<file path="config.mk">
export PLATFORM = sky130hd
export DESIGN_NAME = circular_deque
export DESIGN_NICKNAME = d
export VERILOG_FILES = /design/src/rtl/core/cdq_pkg.sv /design/src/rtl/core/circular_deque.sv /design/src/rtl/core/cdq_dp.sv /design/src/rtl/core/cdq_ctrl.sv
export SDC_FILE = /design/constraint.sdc
export NUM_CORES = 1
export LEC_CHECK = 0
export BUFFER_PORTS_ARGS = -buffer_cell sky130_fd_sc_hd__buf_2
export CAP_MARGIN = 25
export CORE_MARGIN = 2
export CORE_UTILIZATION = 35
export DETAILED_ROUTE_END_ITERATION = 6
export HOLD_SLACK_MARGIN = 0.08
export PLACE_DENSITY_LB_ADDON = 0.3
export SLEW_MARGIN = 40
export SYNTH_ARGS = -nofsm -noshare
export SYNTH_HDL_FRONTEND = slang
export SYNTH_HIERARCHICAL = 1
export SYNTH_SLANG_ARGS = --single-unit
</file>
<file path="constraint.sdc">
create_clock -name clk -period 4.3 [get_ports clk]
set_clock_uncertainty 0.15 [all_clocks]
set_input_delay 0.86 -clock clk [delete_from_list [all_inputs] [get_ports clk]]
set_output_delay 0.86 -clock clk [all_outputs]
set_load 0.05 [all_outputs]
</file>
<file path="src/rtl/core/cdq_pkg.sv">
// Shared constants, codes and types for the circular deque.
package cdq_pkg;

    // Storage geometry
    localparam int DEPTH   = 8;
    localparam int PTR_W   = (DEPTH > 1) ? $clog2(DEPTH) : 1;
    localparam int CNT_W   = $clog2(DEPTH + 1);

    // Field widths
    localparam int FUNC_W  = 2;
    localparam int DATA_W  = 32;
    localparam int STAT_W  = 2;
    localparam int OCC_W   = 4;

    // Stream word widths (fields packed from bit 0, padded to bytes)
    localparam int IN_BITS  = FUNC_W + DATA_W;
    localparam int IN_W     = ((IN_BITS + 7) / 8) * 8;
    localparam int OUT_BITS = DATA_W + STAT_W + OCC_W;
    localparam int OUT_W    = ((OUT_BITS + 7) / 8) * 8;

    // Operation codes
    localparam logic [FUNC_W-1:0] FN_PUSH_REAR  = 2'd0;
    localparam logic [FUNC_W-1:0] FN_PUSH_FRONT = 2'd1;
    localparam logic [FUNC_W-1:0] FN_POP_FRONT  = 2'd2;
    localparam logic [FUNC_W-1:0] FN_POP_REAR   = 2'd3;

    // Status codes
    localparam logic [STAT_W-1:0] ST_DONE  = 2'd0;
    localparam logic [STAT_W-1:0] ST_FULL  = 2'd1;
    localparam logic [STAT_W-1:0] ST_EMPTY = 2'd2;

    // Controller states
    typedef enum logic [0:0] {
        S_IDLE,
        S_RESULT
    } state_t;

    // Controller to datapath command group
    typedef struct packed {
        logic load;     // input transfer this cycle: execute the operation
    } dp_cmd_t;

endpackage

</file>
<file path="src/rtl/core/circular_deque.sv">
// An accepted input transfer has its result registered and shown on the output in the cycle after.
// One op per cycle while results are taken; the result register reloads in the cycle it is taken.
// Each operation that is carried out touches one slot of an 8-entry register memory and the pointers.
// Reset: asynchronous, active low; empties the deque (front 0, rear DEPTH-1, count 0).
// Slot contents are not cleared; only written slots are ever read back.
// Top level of the circular double-ended queue.
module circular_deque
    import cdq_pkg::*;
(
    input  logic             clk,
    input  logic             rst_n,
    input  logic             s_axis_tvalid,
    output logic             s_axis_tready,
    input  logic [IN_W-1:0]  s_axis_tdata,   // func[1:0], push_value[33:2], zero pad
    output logic             m_axis_tvalid,
    input  logic             m_axis_tready,
    output logic [OUT_W-1:0] m_axis_tdata    // pop_value[31:0], status[33:32], occupancy[37:34], pad
);

    dp_cmd_t                  cmd;
    logic [FUNC_W-1:0]        func;
    logic signed [DATA_W-1:0] push_value;
    logic signed [DATA_W-1:0] pop_value;
    logic [STAT_W-1:0]        status;
    logic [OCC_W-1:0]         occupancy;

    // Input field unpack
    assign func       = s_axis_tdata[FUNC_W-1:0];
    assign push_value = s_axis_tdata[FUNC_W+DATA_W-1:FUNC_W];

    cdq_ctrl u_ctrl (
        .clk       (clk),
        .rst_n     (rst_n),
        .in_valid  (s_axis_tvalid),
        .in_ready  (s_axis_tready),
        .out_valid (m_axis_tvalid),
        .out_ready (m_axis_tready),
        .cmd       (cmd)
    );

    cdq_dp u_dp (
        .clk        (clk),
        .rst_n      (rst_n),
        .cmd        (cmd),
        .func       (func),
        .push_value (push_value),
        .pop_value  (pop_value),
        .status     (status),
        .occupancy  (occupancy)
    );

    // Output field pack
    assign m_axis_tdata = {(OUT_W - OUT_BITS)'(0), occupancy, status, pop_value};

    // A refused push only happens with the deque full
    assert property (@(posedge clk) disable iff (!rst_n)
        (m_axis_tvalid && status == ST_FULL) |-> (occupancy == OCC_W'(DEPTH)))
        else $error("full refusal with occupancy below depth");

    // A refused pop only happens with the deque empty, and returns zero
    assert property (@(posedge clk) disable iff (!rst_n)
        (m_axis_tvalid && status == ST_EMPTY) |-> (occupancy == '0 && pop_value == '0))
        else $error("empty refusal with nonzero occupancy or data");

    // Occupancy never exceeds the depth
    assert property (@(posedge clk) disable iff (!rst_n)
        m_axis_tvalid |-> (occupancy <= OCC_W'(DEPTH)))
        else $error("occupancy above depth");

    // With no result pending, the input side is always open
    assert property (@(posedge clk) disable iff (!rst_n)
        !m_axis_tvalid |-> s_axis_tready)
        else $error("input stalled with no result pending");

endmodule

</file>
<file path="src/rtl/core/cdq_dp.sv">
// Deque datapath: slot memory, front/rear pointers, entry count, result register.
module cdq_dp
    import cdq_pkg::*;
(
    input  logic                     clk,
    input  logic                     rst_n,
    input  dp_cmd_t                  cmd,
    input  logic [FUNC_W-1:0]        func,
    input  logic signed [DATA_W-1:0] push_value,
    output logic signed [DATA_W-1:0] pop_value,
    output logic [STAT_W-1:0]        status,
    output logic [OCC_W-1:0]         occupancy
);

    logic [DATA_W-1:0] slot_mem [DEPTH];

    logic [PTR_W-1:0] front_reg, front_next;
    logic [PTR_W-1:0] rear_reg, rear_next;
    logic [CNT_W-1:0] count_reg, count_next;

    logic signed [DATA_W-1:0] pop_value_reg;
    logic [STAT_W-1:0]        status_reg;
    logic [STAT_W-1:0]        status_next;
    logic [OCC_W-1:0]         occupancy_reg;

    logic              is_full;
    logic              is_empty;
    logic              wr_en;
    logic              rd_en;
    logic [PTR_W-1:0]  wr_addr;
    logic [PTR_W-1:0]  rd_addr;
    logic [PTR_W-1:0]  front_inc, front_dec, rear_inc, rear_dec;

    // Modulo-DEPTH pointer neighbors
    assign front_inc = (front_reg == PTR_W'(DEPTH - 1)) ? '0 : front_reg + 1'b1;
    assign front_dec = (front_reg == '0) ? PTR_W'(DEPTH - 1) : front_reg - 1'b1;
    assign rear_inc  = (rear_reg == PTR_W'(DEPTH - 1)) ? '0 : rear_reg + 1'b1;
    assign rear_dec  = (rear_reg == '0) ? PTR_W'(DEPTH - 1) : rear_reg - 1'b1;

    assign is_full  = (count_reg == CNT_W'(DEPTH));
    assign is_empty = (count_reg == '0);

    // Operation decode
    always_comb
    begin
        front_next  = front_reg;
        rear_next   = rear_reg;
        count_next  = count_reg;
        status_next = ST_DONE;
        wr_en       = 1'b0;
        rd_en       = 1'b0;
        wr_addr     = rear_inc;
        rd_addr     = front_reg;
        unique case (func)
            FN_PUSH_REAR:
            begin
                if (is_full)
                begin
                    status_next = ST_FULL;
                end
                else
                begin
                    wr_en      = 1'b1;
                    wr_addr    = rear_inc;
                    rear_next  = rear_inc;
                    count_next = count_reg + 1'b1;
                end
            end
            FN_PUSH_FRONT:
            begin
                if (is_full)
                begin
                    status_next = ST_FULL;
                end
                else
                begin
                    wr_en      = 1'b1;
                    wr_addr    = front_dec;
                    front_next = front_dec;
                    count_next = count_reg + 1'b1;
                end
            end
            FN_POP_FRONT:
            begin
                if (is_empty)
                begin
                    status_next = ST_EMPTY;
                end
                else
                begin
                    rd_en      = 1'b1;
                    rd_addr    = front_reg;
                    front_next = front_inc;
                    count_next = count_reg - 1'b1;
                end
            end
            FN_POP_REAR:
            begin
                if (is_empty)
                begin
                    status_next = ST_EMPTY;
                end
                else
                begin
                    rd_en      = 1'b1;
                    rd_addr    = rear_reg;
                    rear_next  = rear_dec;
                    count_next = count_reg - 1'b1;
                end
            end
            default:
            begin
                status_next = ST_DONE;
            end
        endcase
    end

    // Pointer and count registers
    always_ff @(posedge clk or negedge rst_n)
    begin
        if (!rst_n)
        begin
            front_reg <= '0;
            rear_reg  <= PTR_W'(DEPTH - 1);
            count_reg <= '0;
        end
        else if (cmd.load)
        begin
            front_reg <= front_next;
            rear_reg  <= rear_next;
            count_reg <= count_next;
        end
    end

    // Slot memory write
    always_ff @(posedge clk)
    begin
        if (cmd.load && wr_en)
        begin
            slot_mem[wr_addr] <= push_value;
        end
    end

    // Registered read and result fields
    always_ff @(posedge clk)
    begin
        if (cmd.load)
        begin
            pop_value_reg <= rd_en ? slot_mem[rd_addr] : '0;
            status_reg    <= status_next;
            occupancy_reg <= OCC_W'(count_next);
        end
    end

    assign pop_value = pop_value_reg;
    assign status    = status_reg;
    assign occupancy = occupancy_reg;

endmodule

</file>
<file path="src/rtl/core/cdq_ctrl.sv">
// Deque controller: handshake state machine that issues operations to the datapath.
module cdq_ctrl
    import cdq_pkg::*;
(
    input  logic    clk,
    input  logic    rst_n,
    input  logic    in_valid,
    output logic    in_ready,
    output logic    out_valid,
    input  logic    out_ready,
    output dp_cmd_t cmd
);

    state_t state_reg, state_next;

    // State register
    always_ff @(posedge clk or negedge rst_n)
    begin
        if (!rst_n)
        begin
            state_reg <= S_IDLE;
        end
        else
        begin
            state_reg <= state_next;
        end
    end

    // Next state and handshake outputs
    always_comb
    begin
        state_next = state_reg;
        in_ready   = 1'b0;
        out_valid  = 1'b0;
        cmd.load   = 1'b0;
        unique case (state_reg)
            S_IDLE:
            begin
                in_ready = 1'b1;
                cmd.load = in_valid;
                if (in_valid)
                begin
                    state_next = S_RESULT;
                end
            end
            S_RESULT:
            begin
                // result register frees up in the same cycle it is taken
                out_valid = 1'b1;
                in_ready  = out_ready;
                cmd.load  = in_valid && out_ready;
                if (out_ready && !in_valid)
                begin
                    state_next = S_IDLE;
                end
            end
            default:
            begin
                state_next = S_IDLE;
            end
        endcase
    end

endmodule
</file>
# Yosys cells after proc, flatten, opt, wreduce, memory -nomap -nowiden

Memories as Yosys holds them, arrays and structs flattened. A register that Yosys moved wholly into a read port is not among the register bits.
Index checks and enable logic that the tools add are counted.

Bits in registers: 17
Bits in writable memories: 256
Bits of input ports: 44
Output and inout bits: 42
Word-level logic and storage cells: 71
Memories kept: 1

Memories:

| name          | depth | bits a word | rd ports | clocked after Yosys merged registers in | wr ports | line         | text |
|---|---|---|---|---|---|---|---|
| u_dp.slot_mem | 8     | 32          | 1        | 1                                       | 1        | cdq_dp.sv:15 | `logic [DATA_W-1:0] slot_mem [DEPTH];` |

Add/sub/neg operators: 6
Eq/ne operators: 10
Multiplexer cells: 32
Bitwise gates (word level): 1
Reductions and logical operators: 15

Operators by type and width:

| cell                | count |
|---|---|
| $mux 3              | 12 |
| $pmux 3 s2          | 2 |
| $mux 1              | 10 |
| $mux 4              | 2 |
| $ne 2x2->1 const B  | 4 |
| $pmux 4 s2          | 1 |
| $reduce_and 4->1    | 2 |
| $add 3x1->3 const B | 2 |
| $eq 3x3->1 const B  | 2 |
| $logic_not 3->1     | 2 |
| $pmux 1 s2          | 3 |
| $sub 3x1->3 const B | 2 |
| $add 4x1->4 const B | 1 |
| $eq 2x2->1 const B  | 2 |
| $eq 4x4->1 const B  | 1 |
| $logic_not 4->1     | 1 |
| $pmux 2 s2          | 1 |
| $reduce_bool 2->1   | 2 |
| $reduce_or 2->1     | 2 |
| $sub 4x1->4 const B | 1 |
| $logic_and 1x1->1   | 3 |
| $eq 2x1->1 const B  | 1 |
| $logic_not 1->1     | 2 |
| $logic_not 2->1     | 1 |
| other kinds (2)     | 2 |

# Logic depth before layout (Yosys ltp)

Depth after elaboration: 6
Depth in mapped cells: 10
Mapped depth without buffers: 7

# By module

Netlist, hierarchy kept.

By module, submodules not included:

| module         | times used | cells each | area each (um^2) | sequential area each (um^2) |
|---|---|---|---|---|
| cdq_dp         | 1          | 795        | 12349.3          | 9082.5 |
| cdq_ctrl       | 1          | 4          | 53.8             | 25.0 |
| circular_deque | 1          | 3          | 18.8             | 0.0 |

# Worst setup path after synthesis

Ideal clock, no wire load.

Path kind: input -> register
From: input port m_axis_tready
To: memory u_dp.slot_mem[0][0], enable pin
Library setup time: 0.421 ns
Arrival: 3.486 ns
Data required time: 3.729 ns
Path slack: 0.243 ns
Cell stages on the path: 7
Path buffers: 1
Cells stage by stage: nand2b_4 and2_4 clkbuf_1 nand3_1 a21oi_1 nand2_1 nor2_1

Word-level cells in the longest chain between the ends: 5

Ends and longest elaborated chain:

| item                         | line                 | text |
|---|---|---|
| start: declaration           | circular_deque.sv:16 | `input logic m_axis_tready,` |
| $logic_and 1x1->1            | cdq_ctrl.sv:51       | `cmd.load = in_valid && out_ready;` |
| $pmux 1 s2                   | cdq_ctrl.sv:36       | `unique case (state_reg)` |
| via cmd                      | circular_deque.sv:20 | `dp_cmd_t cmd;` |
| $logic_and 1x1->1            | cdq_dp.sv:138        | `if (cmd.load && wr_en)` |
| $mux 1                       | cdq_dp.sv:138        |  |
| $mux 1 (not written as such) | cdq_dp.sv:140        | `slot_mem[wr_addr] <= push_value;` |
| end: declaration             | cdq_dp.sv:15         |  |

The timed path passes the listed nets, and every way through them passes these cells.

# Final worst setup path

From: register u_dp.count_reg[0]
To: register u_dp.pop_value_reg[30], in the netlist u_dp/pop_value[30] (read register of u_dp.slot_mem), data pin

Word-level cells in the longest chain between the ends: 4
Elaborated cells on any way between the ends: 6
Those cells by class: mux (4); reduce/logical (2)

Ends and longest elaborated chain:

| item                             | line                       | text |
|---|---|---|
| start: declaration               | cdq_dp.sv:19               | `logic [CNT_W-1:0] count_reg, count_next;` |
| start signal: assignment         | cdq_dp.sv:131              | `count_reg <= count_next;` |
| $logic_not 4->1 *                | cdq_dp.sv:41               | `assign is_empty = (count_reg == '0);` |
| $mux 1                           | cdq_dp.sv:85, cdq_dp.sv:99 |  |
| $mux 1                           | --                         |  |
| $logic_not 1->1 (no source line) | --                         |  |
| end: declaration                 | cdq_dp.sv:21               | `logic signed [DATA_W-1:0] pop_value_reg;` |

Every way passes the cells marked *; elsewhere a longest branch is shown, timed or not.
A chain may end at the register's enable or synchronous reset.

==> summary.txt <==
#FFs+latches synth: 305
Fillers: 3,157
clock tree buffer depth: 3
Max VDD drop: 0.000338 V
Post-layout nets: 936
# H-tree levels: 1
Setup crit start kind: register
setup TNS: 0 ns
first-pass GRT wire length: 45,600 um
Slew @ Worst Pin: 0.751 ns
RR Endpoint: u_dp/pop_value[30]
share of the yosys chip area belonging to registers: 73.3%
Final HPWL DP: 16,700 um
Port Buffer Count: 77
Post-synth EDFFs: 294
Logic pwr share: 32.2%
fraction of layout cells with a size suffix above 1: 21.1%
drt pass-1 iters: 5
Mapped Cells: 802
Die W: 192 um
IO Count: 86
area of the mapped netlist: 0.0124 mm2
Power Internal: 0.00597 W
Peak Freq: 0.270 GHz
count of final setup violators: 0
initial antenna violation count: 1
Final Critical Period: 3.70 ns
clock latency on the worst-skew pair: 0.57 ns
slowest cell on the critical path: nor3b_2
Yosys top cell by area: edfxtp_1
placed cells: 1,302
global route overflow: 0
initial core utilization: 35.8%
cts bufs inserted: 31
Sinks on Clock Net: 305
CTS tree: built
Netlist cell types: 52
Pwr per Cell Area: 643 mW/mm2
Area growth syn-to-layout: 16.5%
CP startpoint: u_dp/count_reg[0]
Hold WC Path Type: in -> reg
Finished Core Util: 41.7%
slowest stage delay, CP: 0.65 ns
CTS clk-pin slew, worst paths: 0.07 ns
YS warnings: 6
CP Cell Sequence: inv_1 > ha_1 > nor3b_2 > nor2_1 > a31oi_4 > buf_4 > a211oi_1 > nor4_1
number of DRC markers in iteration 0: 505
most common flop cell mapped by yosys: edfxtp_1
top post-synthesis cells by area: edfxtp_1 71%, a211oi_1 5.8%, and3_1 4.9%
FF-to-FF Start: u_dp/count_reg[0]
Sequential Power Share: 41.5%
number of global-route vias before repair: 7,522
post-DR wirelength/cell: 22.1 um
Leakage: 4.93 nW
Max-Cap Viols: 0
outcome: completed
CP Class: reg -> reg
top cells by count, synth: 294 x edfxtp_1, 98 x and3_1, 96 x a211oi_1, 40 x clkbuf_1, 33 x nor4_1
R2R setup slack: 0.60 ns
GP Congestion: 0.811
max FFs per register: 256
area of the multi-input gates: 0.00308 mm2
Arr. time, crit path: 3.83 ns
vias: 7,552
area share of the largest cell type after synthesis: 71.1%
largest net degree at the start of global routing: 66
fin. max-slew vios: 0
RSZ-0062 raised after global routing: no
Slew HR: 49.7%
DR DRC count: 0
clock power share: 26.3%
core area: 0.0347 mm2
crit path capture: u_dp/pop_value[30]
Tcrit/Tclk final: 86.0%
endpoints failing hold: 0
Die Span Y: 192 um
PostCTS Resize Cnt: 0
switching power share of the total: 35.8%
CTS root buffer: clkbuf_16
count leader, synth: edfxtp_1
CP endpoint kind: register
Final WS setup: 0.600 ns
Critical Path RT: 4.43 ns
non-filler instance count after layout: 1,363
crit path max fanout: 12
Rows: 68
Synth Area per Inst: 15.5 um2
Reg2Reg Depth: 8
DP Worst Slack: 0.694 ns
total die area: 0.0370 mm2
GR Util All Layers: 16.3%
FF+latch area: 0.00911 mm2
Psw: 0.00333 W
final WL: 30,100 um
routed vias/inst: 5.54
Routed Antenna Nets: 0
Post-synth ARST share: 3.61%
power groups by stage:
stage,registers (W),logic [W],clock network [W]
floorplan,0.00424,0.00161,0
global placement,0.00392,0.00297,0
detailed placement,0.00392,0.00299,0
CTS,0.00386,0.00301,0.00250
global route,0.00389,0.00324,0.00262
finish,0.00386,0.00299,0.00245
worst min path at each step:
| stage | start | to | slack (ns) | cells past startpoint |
|---|---|---|---|---|
| 2_1_floorplan | u_dp/rear_reg[1] | u_dp/rear_reg[1] | 0.34 | 2 |
| 3_3_place_gp | u_ctrl/state_reg | u_ctrl/state_reg | 0.37 | 2 |
| 3_5_place_dp | u_dp/rear_reg[1] | u_dp/rear_reg[1] | 0.37 | 2 |
| 4_1_cts | s_axis_tvalid | u_ctrl/state_reg | 0.33 | 2 |
| 5_1_grt | s_axis_tvalid | u_ctrl/state_reg | 0.37 | 2 |
| 6_report | s_axis_tvalid | u_ctrl/state_reg | 0.36 | 2 |
what timing repair did:
item / 4_1_cts / 5_1_grt
hold buffers: 1 / 0
buffers inserted: 0 / 0
endpoints found under the hold margin: 8 / 0
per-layer routing:
layer	global-route usage, %	up-vias	wire length [um]
li1	-	3447	-
met1	22.9	3840	13400
met2	27.0	225	14500
met3	2.22	40	1630
met4	4.02	0	604
met5	0	-	0
layout make-up:
cell class,count,share of cell area (%)
clock inverters,23,0.934
repair buffers,114,5.12
flip-flops and latches,305,63.0
diodes,2,0.0346
clock buffers,35,5.47
multi-input cells,420,21.3
inverters,9,0.234
well taps,455,3.94
kinds of logic (layout without fill, tap and decap cells):
group / after synthesis / count (layout) / synth area share (%)
and+or+nand+nor: 234 / 234 / 11.8
other: 1 / 4 / 0.0302
AOI/OAI and AO/OA: 161 / 161 / 9.79
xor gates and xnor gates: 2 / 2 / 0.141
DFF: 305 / 305 / 73.3
buffers and inverters: 78 / 181 / 2.91
adders and majority gates: 11 / 11 / 1.11
muxes: 10 / 10 / 0.876
metrics by stage:
| stage | total power (W) | area [um2] | hold WS [ns] |
|---|---|---|---|
| after floorplan | 0.00584 | 12400 | 0.337 |
| after global routing | 0.00976 | 14500 | 0.367 |
| after CTS | 0.00938 | 14500 | 0.335 |
| final | 0.00930 | 14500 | 0.362 |
| after global placement | 0.00688 | 13500 | 0.373 |
| after detailed placement | 0.00691 | 13500 | 0.373 |
placed cells by master, fill, tap and decap left out, types with 15 or more instances in the layout:
cell type	netlist	routed
nor2_1	24	15
buf_2	18	77
a311oi_1	31	31
a211oi_1	96	96
buf_4	4	30
nor4_1	33	33
edfxtp_1	294	294
clkbuf_16	0	31
and3_1	98	98
and4_1	31	31
worst max-delay path: cells and delay by family, from the launching register on:
family	cells	cell delay [ns]
AOI/OAI and AO/OA	2	0.70
adders and majority gates	1	0.21
buffers and inverters	2	0.43
DFF	1	0.46
and+or+nand+nor	3	1.46
Note: power is estimated with default switching activity, not from simulation.
